<file path="config.mk">
export PLATFORM = sky130hd
export DESIGN_NAME = pfs_ctrl
export DESIGN_NICKNAME = d
export VERILOG_FILES = /design/src/rtl/pfs_pkg.sv /design/src/rtl/pfs_ctrl.sv
export SDC_FILE = /design/constraint.sdc
export NUM_CORES = 1
export LEC_CHECK = 0
export BUFFER_PORTS_ARGS = -buffer_cell sky130_fd_sc_hd__buf_2
export CORE_AREA = 8 8 45 47
export CTS_BUF_LIST = sky130_fd_sc_hd__clkbuf_4 sky130_fd_sc_hd__clkbuf_8
export DETAILED_ROUTE_END_ITERATION = 16
export DIE_AREA = 0 0 53 55
export GPL_TIMING_DRIVEN = 0
export PLACE_DENSITY = 0.83
export SLEW_MARGIN = 20
export SYNTH_ARGS = -nofsm -noshare
export SYNTH_HDL_FRONTEND = slang
export SYNTH_SLANG_ARGS = --single-unit
</file>
<file path="constraint.sdc">
create_clock -name clk -period 4.4 [get_ports clk]
set_clock_uncertainty 0.05 [all_clocks]
set_input_delay 0.88 -clock clk [delete_from_list [all_inputs] [get_ports clk]]
set_output_delay 0.88 -clock clk [all_outputs]
set_load 0.005 [all_outputs]
</file>
<file path="src/rtl/pfs_pkg.sv">
package pfs_pkg;

  localparam int TABLE_SIZE = 65536;
  localparam int VAL_W      = 16;
  localparam int ENT_W      = 8;
  localparam int ADDR_W     = $clog2(TABLE_SIZE);
  localparam int POS_W      = ADDR_W + 1;
  localparam int DIV_W      = $clog2(VAL_W);

  // Largest sieving base whose square still lies inside the table.
  function automatic int sieve_top(input int limit);
    int r;
    r = 1;
    while (((r + 1) * (r + 1) < limit) && (r < 255)) begin
      r = r + 1;
    end
    return r;
  endfunction

  localparam logic [ENT_W-1:0] SIEVE_TOP = ENT_W'(sieve_top(TABLE_SIZE));

  typedef struct packed {
    logic clr_step;
    logic row_init;
    logic mark;
    logic next_base;
    logic load_n;
    logic rd;
    logic pick;
    logic div_step;
    logic emit;
    logic emit_none;
  } pfs_cmd_t;

  typedef struct packed {
    logic clr_last;
    logic row_last;
    logic base_last;
    logic val_ok;
    logic val_small;
    logic is_prime;
    logic div_last;
    logic q_one;
    logic out_free;
  } pfs_sts_t;

endpackage

</file>
<file path="src/rtl/pfs_ctrl.sv">
module pfs_ctrl (
  input  logic              clk,
  input  logic              rst_n,
  input  logic              in_valid,
  output logic              in_stall,
  input  pfs_pkg::pfs_sts_t sts,
  output pfs_pkg::pfs_cmd_t cmd
);

  import pfs_pkg::*;

  typedef enum logic [8:0] {
    S_CLEAR = 9'b000000001,
    S_ROW   = 9'b000000010,
    S_MARK  = 9'b000000100,
    S_IDLE  = 9'b000001000,
    S_NONE  = 9'b000010000,
    S_READ  = 9'b000100000,
    S_PICK  = 9'b001000000,
    S_DIV   = 9'b010000000,
    S_EMIT  = 9'b100000000
  } state_t;

  state_t state_r;
  state_t state_nxt;

  assign in_stall = (state_r != S_IDLE);

  always_comb begin
    state_nxt = state_r;
    cmd       = '0;
    unique case (state_r)
      S_CLEAR: begin
        cmd.clr_step = 1'b1;
        if (sts.clr_last) begin
          state_nxt = S_ROW;
        end
      end
      S_ROW: begin
        cmd.row_init = 1'b1;
        state_nxt    = S_MARK;
      end
      S_MARK: begin
        cmd.mark = 1'b1;
        if (sts.row_last) begin
          if (sts.base_last) begin
            state_nxt = S_IDLE;
          end else begin
            cmd.next_base = 1'b1;
            state_nxt     = S_ROW;
          end
        end
      end
      S_IDLE: begin
        // A value outside the table is taken and dropped without a result.
        if (in_valid && sts.val_ok) begin
          cmd.load_n = 1'b1;
          state_nxt  = sts.val_small ? S_NONE : S_READ;
        end
      end
      S_NONE: begin
        if (sts.out_free) begin
          cmd.emit_none = 1'b1;
          state_nxt     = S_IDLE;
        end
      end
      S_READ: begin
        cmd.rd    = 1'b1;
        state_nxt = S_PICK;
      end
      S_PICK: begin
        cmd.pick  = 1'b1;
        state_nxt = sts.is_prime ? S_EMIT : S_DIV;
      end
      S_DIV: begin
        cmd.div_step = 1'b1;
        if (sts.div_last) begin
          state_nxt = S_EMIT;
        end
      end
      S_EMIT: begin
        if (sts.out_free) begin
          cmd.emit  = 1'b1;
          state_nxt = sts.q_one ? S_IDLE : S_READ;
        end
      end
      default: begin
        state_nxt = S_CLEAR;
      end
    endcase
  end

  always_ff @(posedge clk) begin
    if (!rst_n) begin
      state_r <= S_CLEAR;
    end else begin
      state_r <= state_nxt;
    end
  end

endmodule

</file>
==> impl_metrics.xml, run 1 <==
<?xml version="1.0" encoding="UTF-8"?>
<metrics>
  <group name="setup_path">
    <metric name="arrival" unit="ns">1.98</metric>
    <metric name="worst_path_most_repeated_cell" unit="">buf_2</metric>
    <metric name="critPathKind" unit="">reg -&gt; out</metric>
    <metric name="r2r_slack" unit="ns">2.43</metric>
    <metric name="worstSetupStartpointType" unit="">flop</metric>
    <metric name="rr_worst_depth" unit="">5</metric>
    <metric name="worstSetupStartpoint" unit="">state_r[8]</metric>
    <metric name="critPathCaptureType" unit="">output pin</metric>
    <metric name="timing.critical_path.slowest_stage_cell" unit="">nor4b_2</metric>
    <metric name="critical_path.max_fanout" unit="">8</metric>
    <metric name="cp_slowest_stage_delay" unit="ns">0.36</metric>
    <metric name="critical_path.cell_chain" unit="">buf_6 &gt; or3_1 &gt; buf_2 &gt; nor4b_2 &gt; nor2b_1 &gt; and2_1 &gt; buf_2</metric>
    <metric name="worst_ep_required_time" unit="ns">3.47</metric>
    <metric name="crit-reg2reg-launch" unit="">state_r[1]</metric>
    <metric name="critical_path.endpoint" unit="">cmd[6]</metric>
    <metric name="r2r-end" unit="">state_r[8]</metric>
  </group>
  <group name="timing">
    <metric name="report.final.hold_viol_count" unit="">0</metric>
    <metric name="maxSlewViolCount" unit="">0</metric>
    <metric name="totalNegativeSetupSlack" unit="ns">0</metric>
    <metric name="min_period_over_period" unit="%">66.1</metric>
    <metric name="timing.final.setup_violations" unit="">0</metric>
    <metric name="setup_repair_after_global_routing_missed_its_margin" unit="">false</metric>
    <metric name="max_clock_freq" unit="MHz">344</metric>
    <metric name="finalWorstPathRequiredPeriod" unit="ns">2.91</metric>
    <metric name="worst_slew_pin_slew" unit="ns">0.436</metric>
    <metric name="worst_slew_margin_rel" unit="%">70.6</metric>
    <metric name="worst_path_setup_slack_after_routing" unit="ns">1.49</metric>
  </group>
  <group name="route">
    <metric name="detail_route.wl_per_cell" unit="um">14.2</metric>
    <metric name="drt-pass1-iter-count" unit="">4</metric>
    <metric name="wl_met2" unit="um">950</metric>
    <metric name="post-route-drc-count" unit="">0</metric>
    <metric name="met3_wire_len" unit="um">99</metric>
    <metric name="num_vias" unit="">781</metric>
    <metric name="post_drt_via_cell_ratio" unit="">5.83</metric>
    <metric name="met1_length" unit="um">805</metric>
    <metric name="drt_first_iter_violations" unit="">39</metric>
    <metric name="highest_layer" unit="">met4</metric>
    <metric name="antenna_violating_nets_post_route" unit="">0</metric>
    <metric name="routed_wirelength" unit="mm">1.91</metric>
  </group>
  <group name="global_route">
    <metric name="grt_pass1_vias" unit="">697</metric>
    <metric name="grt_antenna_before_repair" unit="">0</metric>
    <metric name="overflow" unit="">0</metric>
    <metric name="grt_first_pass_wirelength" unit="mm">2.99</metric>
    <metric name="grt_max_degree" unit="">11</metric>
    <metric name="overall_fraction_of_global_route_tracks_in_use" unit="%">14.0</metric>
  </group>
  <group name="power">
    <metric name="vdd_drop_max" unit="V">0.000314</metric>
    <metric name="ratio_of_total_power_to_cell_area" unit="nW/um2">477</metric>
    <metric name="static_leakage" unit="nW">0.372</metric>
  </group>
  <group name="cts">
    <metric name="cts-htree-levels" unit="">1</metric>
    <metric name="cts.sinks" unit="">9</metric>
    <metric name="clk_pin_slew_worst_paths" unit="ns">0.06</metric>
    <metric name="post_cts_hold_buffer_count" unit="">0</metric>
    <metric name="cts_buffer_depth" unit="">2</metric>
    <metric name="cts_made_buffers" unit="">3</metric>
    <metric name="cts_resized" unit="">0</metric>
    <metric name="clk_latency" unit="ns">0.27</metric>
    <metric name="post-cts-setup-buffer-count" unit="">0</metric>
    <metric name="clock_tree_from_tritoncts" unit="">yes</metric>
    <metric name="clock-root-buffer" unit="">clkbuf_4</metric>
  </group>
  <group name="yosys">
    <metric name="synth_area_leaders" unit="">dfxtp_1 25%, nor2_1 6.9%, nand2b_1 4.4%</metric>
    <metric name="ys.warnings.count" unit="">0</metric>
    <metric name="postSynthNetCount" unit="">104</metric>
    <metric name="postSynthCellCount" unit="">92</metric>
    <metric name="netlist_cell_types" unit="">38</metric>
    <metric name="synth_flop_cell" unit="">dfxtp_1</metric>
    <metric name="synth.ff_latch_count" unit="">9</metric>
    <metric name="synthArstFlopShare" unit="%">0</metric>
    <metric name="post_synth_edffs" unit="">0</metric>
    <metric name="post_synth.cell_area_avg" unit="um2">7.71</metric>
    <metric name="syn-cell-area" unit="um2">709</metric>
    <metric name="synth.largest_area_cell" unit="">dfxtp_1</metric>
    <metric name="synth_top_area_share" unit="%">25.4</metric>
    <metric name="sequential_element_share_of_the_synthesized_area" unit="%">25.4</metric>
  </group>
  <group name="floorplanning">
    <metric name="die_h" unit="um">55</metric>
    <metric name="initial_utilization" unit="%">51.3</metric>
    <metric name="core_footprint" unit="um2">1380</metric>
    <metric name="design.die.area" unit="um2">2920</metric>
    <metric name="design.portCount" unit="">23</metric>
    <metric name="die-width" unit="um">53</metric>
    <metric name="placement_rows" unit="">14</metric>
  </group>
  <group name="placement">
    <metric name="gp_congestion" unit="">0.855</metric>
    <metric name="post-place-ws" unit="ns">1.78</metric>
    <metric name="numPortBuffers" unit="">22</metric>
    <metric name="hpwlAfterDp" unit="mm">1.48</metric>
  </group>
  <group name="cells_and_area">
    <metric name="area_delta_synth_final" unit="%">22.6</metric>
    <metric name="largest_reg_flops" unit="">9</metric>
    <metric name="final_layout_size_suffix_gt1_share" unit="%">29.7</metric>
    <metric name="layout_net_count" unit="">131</metric>
    <metric name="insertedDiodeCount" unit="">0</metric>
    <metric name="biggestRegsByFlops" unit="">state_r: 9 flops</metric>
    <metric name="most-common-layout-cells" unit="">24 x buf_2, 13 x nor2_1, 9 x dfxtp_1</metric>
    <metric name="mostFrequentLayoutCell" unit="">buf_2</metric>
    <metric name="regMostFlops" unit="">state_r</metric>
  </group>
  <group name="outcome">
    <metric name="run_status" unit="">completed</metric>
  </group>
  <group name="run">
    <metric name="maximum_capacitance_violations" unit="">0</metric>
  </group>
  <group name="hold_path">
    <metric name="worst_min_delay_path_class" unit="">reg -&gt; reg</metric>
  </group>
</metrics>
power by group:
part	switching [mW]	leakage [nW]	internal, mW
clock network	0.0307	0.0184	0.0412
registers	0.0145	0.0733	0.0973
logic	0.129	0.280	0.102
Yosys cell counts (2+ instances only):
cell       n
nor3_1     5
nor2b_1    3
o32a_1     2
nand2_1    6
buf_6      2
o21ai_1    2
dfxtp_1    9
and2_1     2
inv_1      3
nor2_1    13
o21ai_0    3
a21oi_1    6
or4_4      2
nor4b_1    3
nor3b_1    2
nand2b_1   5
buf_2      2
or3b_1     2
worst min path at each step:
stage | start | to | slack (ns) | cells past startpoint
finish | state_r[2] | state_r[2] | 0.54 | 3
global route | state_r[2] | state_r[2] | 0.60 | 3
CTS | state_r[4] | state_r[4] | 0.55 | 2
detailed placement | state_r[4] | state_r[4] | 0.53 | 2
global placement | state_r[2] | state_r[2] | 0.51 | 3
floorplan | state_r[4] | state_r[4] | 0.47 | 2
kinds of logic after synthesis:
family          after synthesis  synth area share (%)
simple gates                 51                  42.5
compound gates               22                  22.9
flops                         9                  25.4
buf+inv                       8                  6.70
xor+xnor                      2                  2.47
cell type report:
| type | count | area (um2) |
|---|---|---|
| Fill cell | 124 | 514 |
| Multi-Input combinational cell | 75 | 482 |
| Sequential cell | 9 | 180 |
| Timing Repair Buffer | 22 | 110 |
| Buffer | 5 | 36.3 |
| Clock buffer | 4 | 30.0 |
| Tap cell | 16 | 20.0 |
| Inverter | 3 | 11.3 |
worst max-delay path: cells and delay by family, from the launching register on:
kind                   cells  cell delay, ns
buffers and inverters      3            0.39
flip-flops                 1            0.30
AND/OR/NAND/NOR            4            1.02
per-stage QoR:
stage | area [um2] | instances | hold slack (ns) | util [%] | power, mW
4_1_cts | 870 | 134 | 0.545 | 62.8 | 0.415
3_5_place_dp | 840 | 130 | 0.533 | 60.7 | 0.341
3_3_place_gp | 840 | 130 | 0.511 | 60.7 | 0.336
5_1_grt | 870 | 134 | 0.599 | 62.8 | 0.448
6_report | 870 | 134 | 0.545 | 62.8 | 0.415
2_1_floorplan | 709 | 92 | 0.469 | - | 0.286
metal layers:
layer | GRT usage (%) | up-vias
met5 | 0 | -
met4 | 7.76 | 0
met3 | 5.88 | 9
met2 | 23.0 | 19
met1 | 14.8 | 362
li1 | - | 391
No activity file was read; power rests on OpenSTA's default activity.
==> inputs of run 2 (changes only) <==
--- a/config.mk
+++ b/config.mk
@@ -6,12 +6,12 @@
 export NUM_CORES = 1
 export LEC_CHECK = 0
 export BUFFER_PORTS_ARGS = -buffer_cell sky130_fd_sc_hd__buf_2
-export CORE_AREA = 8 8 45 47
+export CORE_MARGIN = 8
+export CORE_UTILIZATION = 51
 export CTS_BUF_LIST = sky130_fd_sc_hd__clkbuf_4 sky130_fd_sc_hd__clkbuf_8
 export DETAILED_ROUTE_END_ITERATION = 16
-export DIE_AREA = 0 0 53 55
 export GPL_TIMING_DRIVEN = 0
-export PLACE_DENSITY = 0.83
+export PLACE_DENSITY = 0.8
 export SLEW_MARGIN = 20
 export SYNTH_ARGS = -nofsm -noshare
 export SYNTH_HDL_FRONTEND = slang
==> constraint.sdc (replaced) <==
create_clock -name clk -period 2.75 [get_ports clk]
set_clock_uncertainty 0.05 [all_clocks]
set_input_delay 0.55 -clock clk [delete_from_list [all_inputs] [get_ports clk]]
set_output_delay 0.55 -clock clk [all_outputs]
set_load 0.005 [all_outputs]
==> run 2 against run 1 <==
Net effect: clock power is 68% higher; sequential power is 61% higher; count of clock-buffer cells in the layout stayed put; first-iteration DRC count is 33% lower; sequential share of layout area hardly changed; combinational power is 62% higher; hold slack worse by 0.043 ns; via count is 0.51% lower; sequential cell count stayed put; final cell count is 0.75% lower; routed wire length is 5.2% higher; critical path type unchanged; highest routed layer unchanged.
==> impl_metrics.xml, run 2 (synthesized netlist as in run 1, its figures left out) <==
<?xml version="1.0" encoding="UTF-8"?>
<metrics>
  <group name="route">
    <metric name="drt_first_iter_violations" unit="">26</metric>
    <metric name="post-route-drc-count" unit="">0</metric>
    <metric name="highest_layer" unit="">met4</metric>
    <metric name="drt-pass1-iter-count" unit="">4</metric>
    <metric name="met1_length" unit="um">880</metric>
    <metric name="num_vias" unit="">777</metric>
    <metric name="wl_met2" unit="mm">1.00</metric>
    <metric name="routed_wirelength" unit="mm">2.01</metric>
    <metric name="met3_wire_len" unit="um">83</metric>
    <metric name="detail_route.wl_per_cell" unit="um">15.1</metric>
    <metric name="antenna_violating_nets_post_route" unit="">0</metric>
    <metric name="post_drt_via_cell_ratio" unit="">5.84</metric>
  </group>
  <group name="cts">
    <metric name="clock_tree_from_tritoncts" unit="">yes</metric>
    <metric name="clk_pin_slew_worst_paths" unit="ns">0.07</metric>
    <metric name="cts_made_buffers" unit="">3</metric>
    <metric name="clock-root-buffer" unit="">clkbuf_4</metric>
    <metric name="cts_buffer_depth" unit="">2</metric>
    <metric name="clk_latency" unit="ns">0.28</metric>
    <metric name="cts_resized" unit="">0</metric>
    <metric name="post_cts_hold_buffer_count" unit="">0</metric>
    <metric name="cts.sinks" unit="">9</metric>
    <metric name="post-cts-setup-buffer-count" unit="">0</metric>
    <metric name="cts-htree-levels" unit="">1</metric>
  </group>
  <group name="power">
    <metric name="ratio_of_total_power_to_cell_area" unit="nW/um2">777</metric>
    <metric name="sequential_power_share" unit="%">26.7</metric>
    <metric name="internal-power" unit="mW">0.385</metric>
    <metric name="static_leakage" unit="nW">0.372</metric>
    <metric name="total_power" unit="mW">0.675</metric>
    <metric name="clockPowerShare" unit="%">17.9</metric>
    <metric name="vdd_drop_max" unit="V">0.000467</metric>
    <metric name="logic_gate_share_of_total_power" unit="%">55.4</metric>
    <metric name="total_net_switching_power" unit="mW">0.289</metric>
    <metric name="switching_share" unit="%">42.9</metric>
  </group>
  <group name="cells_and_area">
    <metric name="largest_reg_flops" unit="">9</metric>
    <metric name="biggestRegsByFlops" unit="">state_r: 9 flops</metric>
    <metric name="postLayoutCoreUtil" unit="%">66.7</metric>
    <metric name="layout_net_count" unit="">131</metric>
    <metric name="insertedDiodeCount" unit="">0</metric>
    <metric name="regMostFlops" unit="">state_r</metric>
    <metric name="layout.filler_cells" unit="">122</metric>
    <metric name="final_layout_size_suffix_gt1_share" unit="%">29.7</metric>
    <metric name="most-common-layout-cells" unit="">24 x buf_2, 13 x nor2_1, 9 x dfxtp_1</metric>
    <metric name="area_delta_synth_final" unit="%">22.4</metric>
    <metric name="mostFrequentLayoutCell" unit="">buf_2</metric>
  </group>
  <group name="timing">
    <metric name="worst_path_setup_slack_after_routing" unit="ns">0.157</metric>
    <metric name="timing.final.setup_violations" unit="">0</metric>
    <metric name="worst_slew_margin_rel" unit="%">71.5</metric>
    <metric name="max_clock_freq" unit="MHz">386</metric>
    <metric name="worst_slew_pin_slew" unit="ns">0.425</metric>
    <metric name="report.final.hold_viol_count" unit="">0</metric>
    <metric name="totalNegativeSetupSlack" unit="ns">0</metric>
    <metric name="setup_repair_after_global_routing_missed_its_margin" unit="">false</metric>
    <metric name="maxSlewViolCount" unit="">0</metric>
    <metric name="min_period_over_period" unit="%">94.3</metric>
    <metric name="finalWorstPathRequiredPeriod" unit="ns">2.59</metric>
  </group>
  <group name="setup_path">
    <metric name="critPathKind" unit="">reg -&gt; out</metric>
    <metric name="timing.critical_path.slowest_stage_cell" unit="">or3_1</metric>
    <metric name="cp_slowest_stage_delay" unit="ns">0.33</metric>
    <metric name="worstSetupStartpointType" unit="">flop</metric>
    <metric name="arrival" unit="ns">1.99</metric>
    <metric name="critPathCaptureType" unit="">output pin</metric>
    <metric name="r2r_slack" unit="ns">0.73</metric>
    <metric name="critical_path.cell_chain" unit="">buf_6 &gt; or3_1 &gt; buf_2 &gt; nor4b_2 &gt; nor2b_1 &gt; and2_1 &gt; buf_2</metric>
    <metric name="worst_ep_required_time" unit="ns">2.15</metric>
    <metric name="critical_path.max_fanout" unit="">8</metric>
    <metric name="worst_path_most_repeated_cell" unit="">buf_2</metric>
  </group>
  <group name="global_route">
    <metric name="grt_pass1_vias" unit="">738</metric>
    <metric name="grt_max_degree" unit="">11</metric>
    <metric name="overall_fraction_of_global_route_tracks_in_use" unit="%">15.0</metric>
    <metric name="grt_first_pass_wirelength" unit="mm">3.19</metric>
    <metric name="grt_antenna_before_repair" unit="">0</metric>
    <metric name="overflow" unit="">0</metric>
  </group>
  <group name="hold_path">
    <metric name="worst_min_delay_path_class" unit="">in -&gt; reg</metric>
  </group>
  <group name="floorplanning">
    <metric name="die_h" unit="um">53.3</metric>
    <metric name="die-width" unit="um">53.3</metric>
    <metric name="design.die.area" unit="um2">2840</metric>
    <metric name="core_footprint" unit="um2">1300</metric>
    <metric name="design.portCount" unit="">23</metric>
    <metric name="initial_utilization" unit="%">54.5</metric>
    <metric name="placement_rows" unit="">13</metric>
  </group>
  <group name="placement">
    <metric name="gp_congestion" unit="">0.836</metric>
    <metric name="numPortBuffers" unit="">22</metric>
    <metric name="post-place-ws" unit="ns">0.458</metric>
    <metric name="hpwlAfterDp" unit="mm">1.52</metric>
  </group>
  <group name="outcome">
    <metric name="run_status" unit="">completed</metric>
  </group>
  <group name="run">
    <metric name="maximum_capacitance_violations" unit="">0</metric>
  </group>
</metrics>
[run 2: cell counts in the layout (fill, tap and decap cells not counted)]
Identical to the previous run, type by type.
[run 2: worst max-delay path: cells and delay by family (launching register included)]
| kind | cells | cell delay [ns] |
|---|---|---|
| buffers and inverters | 3 | 0.40 |
| DFF | 1 | 0.32 |
| and+or+nand+nor | 4 | 0.99 |
[run 2: final timing paths]
kind,cells after the start,from,to
worst max-delay path,7,state_r[8],cmd[6]
worst max register to register,7,state_r[8],state_r[8]
worst min register to register,3,state_r[2],state_r[2]
worst min-delay path,3,sts[3],state_r[7]
[run 2: layout make-up]
cell class              count  area, um2  area share, %
plain buffers               5       36.3           4.18
clock buffers               4       30.0           3.46
multi-input cells          75        482           55.5
repair buffers             22        110           12.7
inverters                   3       11.3           1.30
flip-flops and latches      9        180           20.7
well taps                  15       18.8           2.16
[run 2: through the flow]
step                      cells  hold slack (ns)  cell area [um2]
after global routing        133            0.526              868
after detailed placement    129            0.518              838
after floorplan              92            0.469              709
after CTS                   133            0.506              868
final                       133            0.502              868
after global placement      129            0.512              838
[run 2: metal layers]
layer,vias up,track usage [%]
met5,-,0
met1,365,15.7
met2,15,26.4
met4,0,7.56
li1,392,-
met3,5,4.48
[run 2: power groups by stage]
stage	clock [mW]	sequential (mW)	combinational [mW]
after global placement	0	0.180	0.360
after detailed placement	0	0.182	0.369
after floorplan	0	0.175	0.282
final	0.121	0.180	0.374
after CTS	0.121	0.179	0.371
after global routing	0.128	0.182	0.412
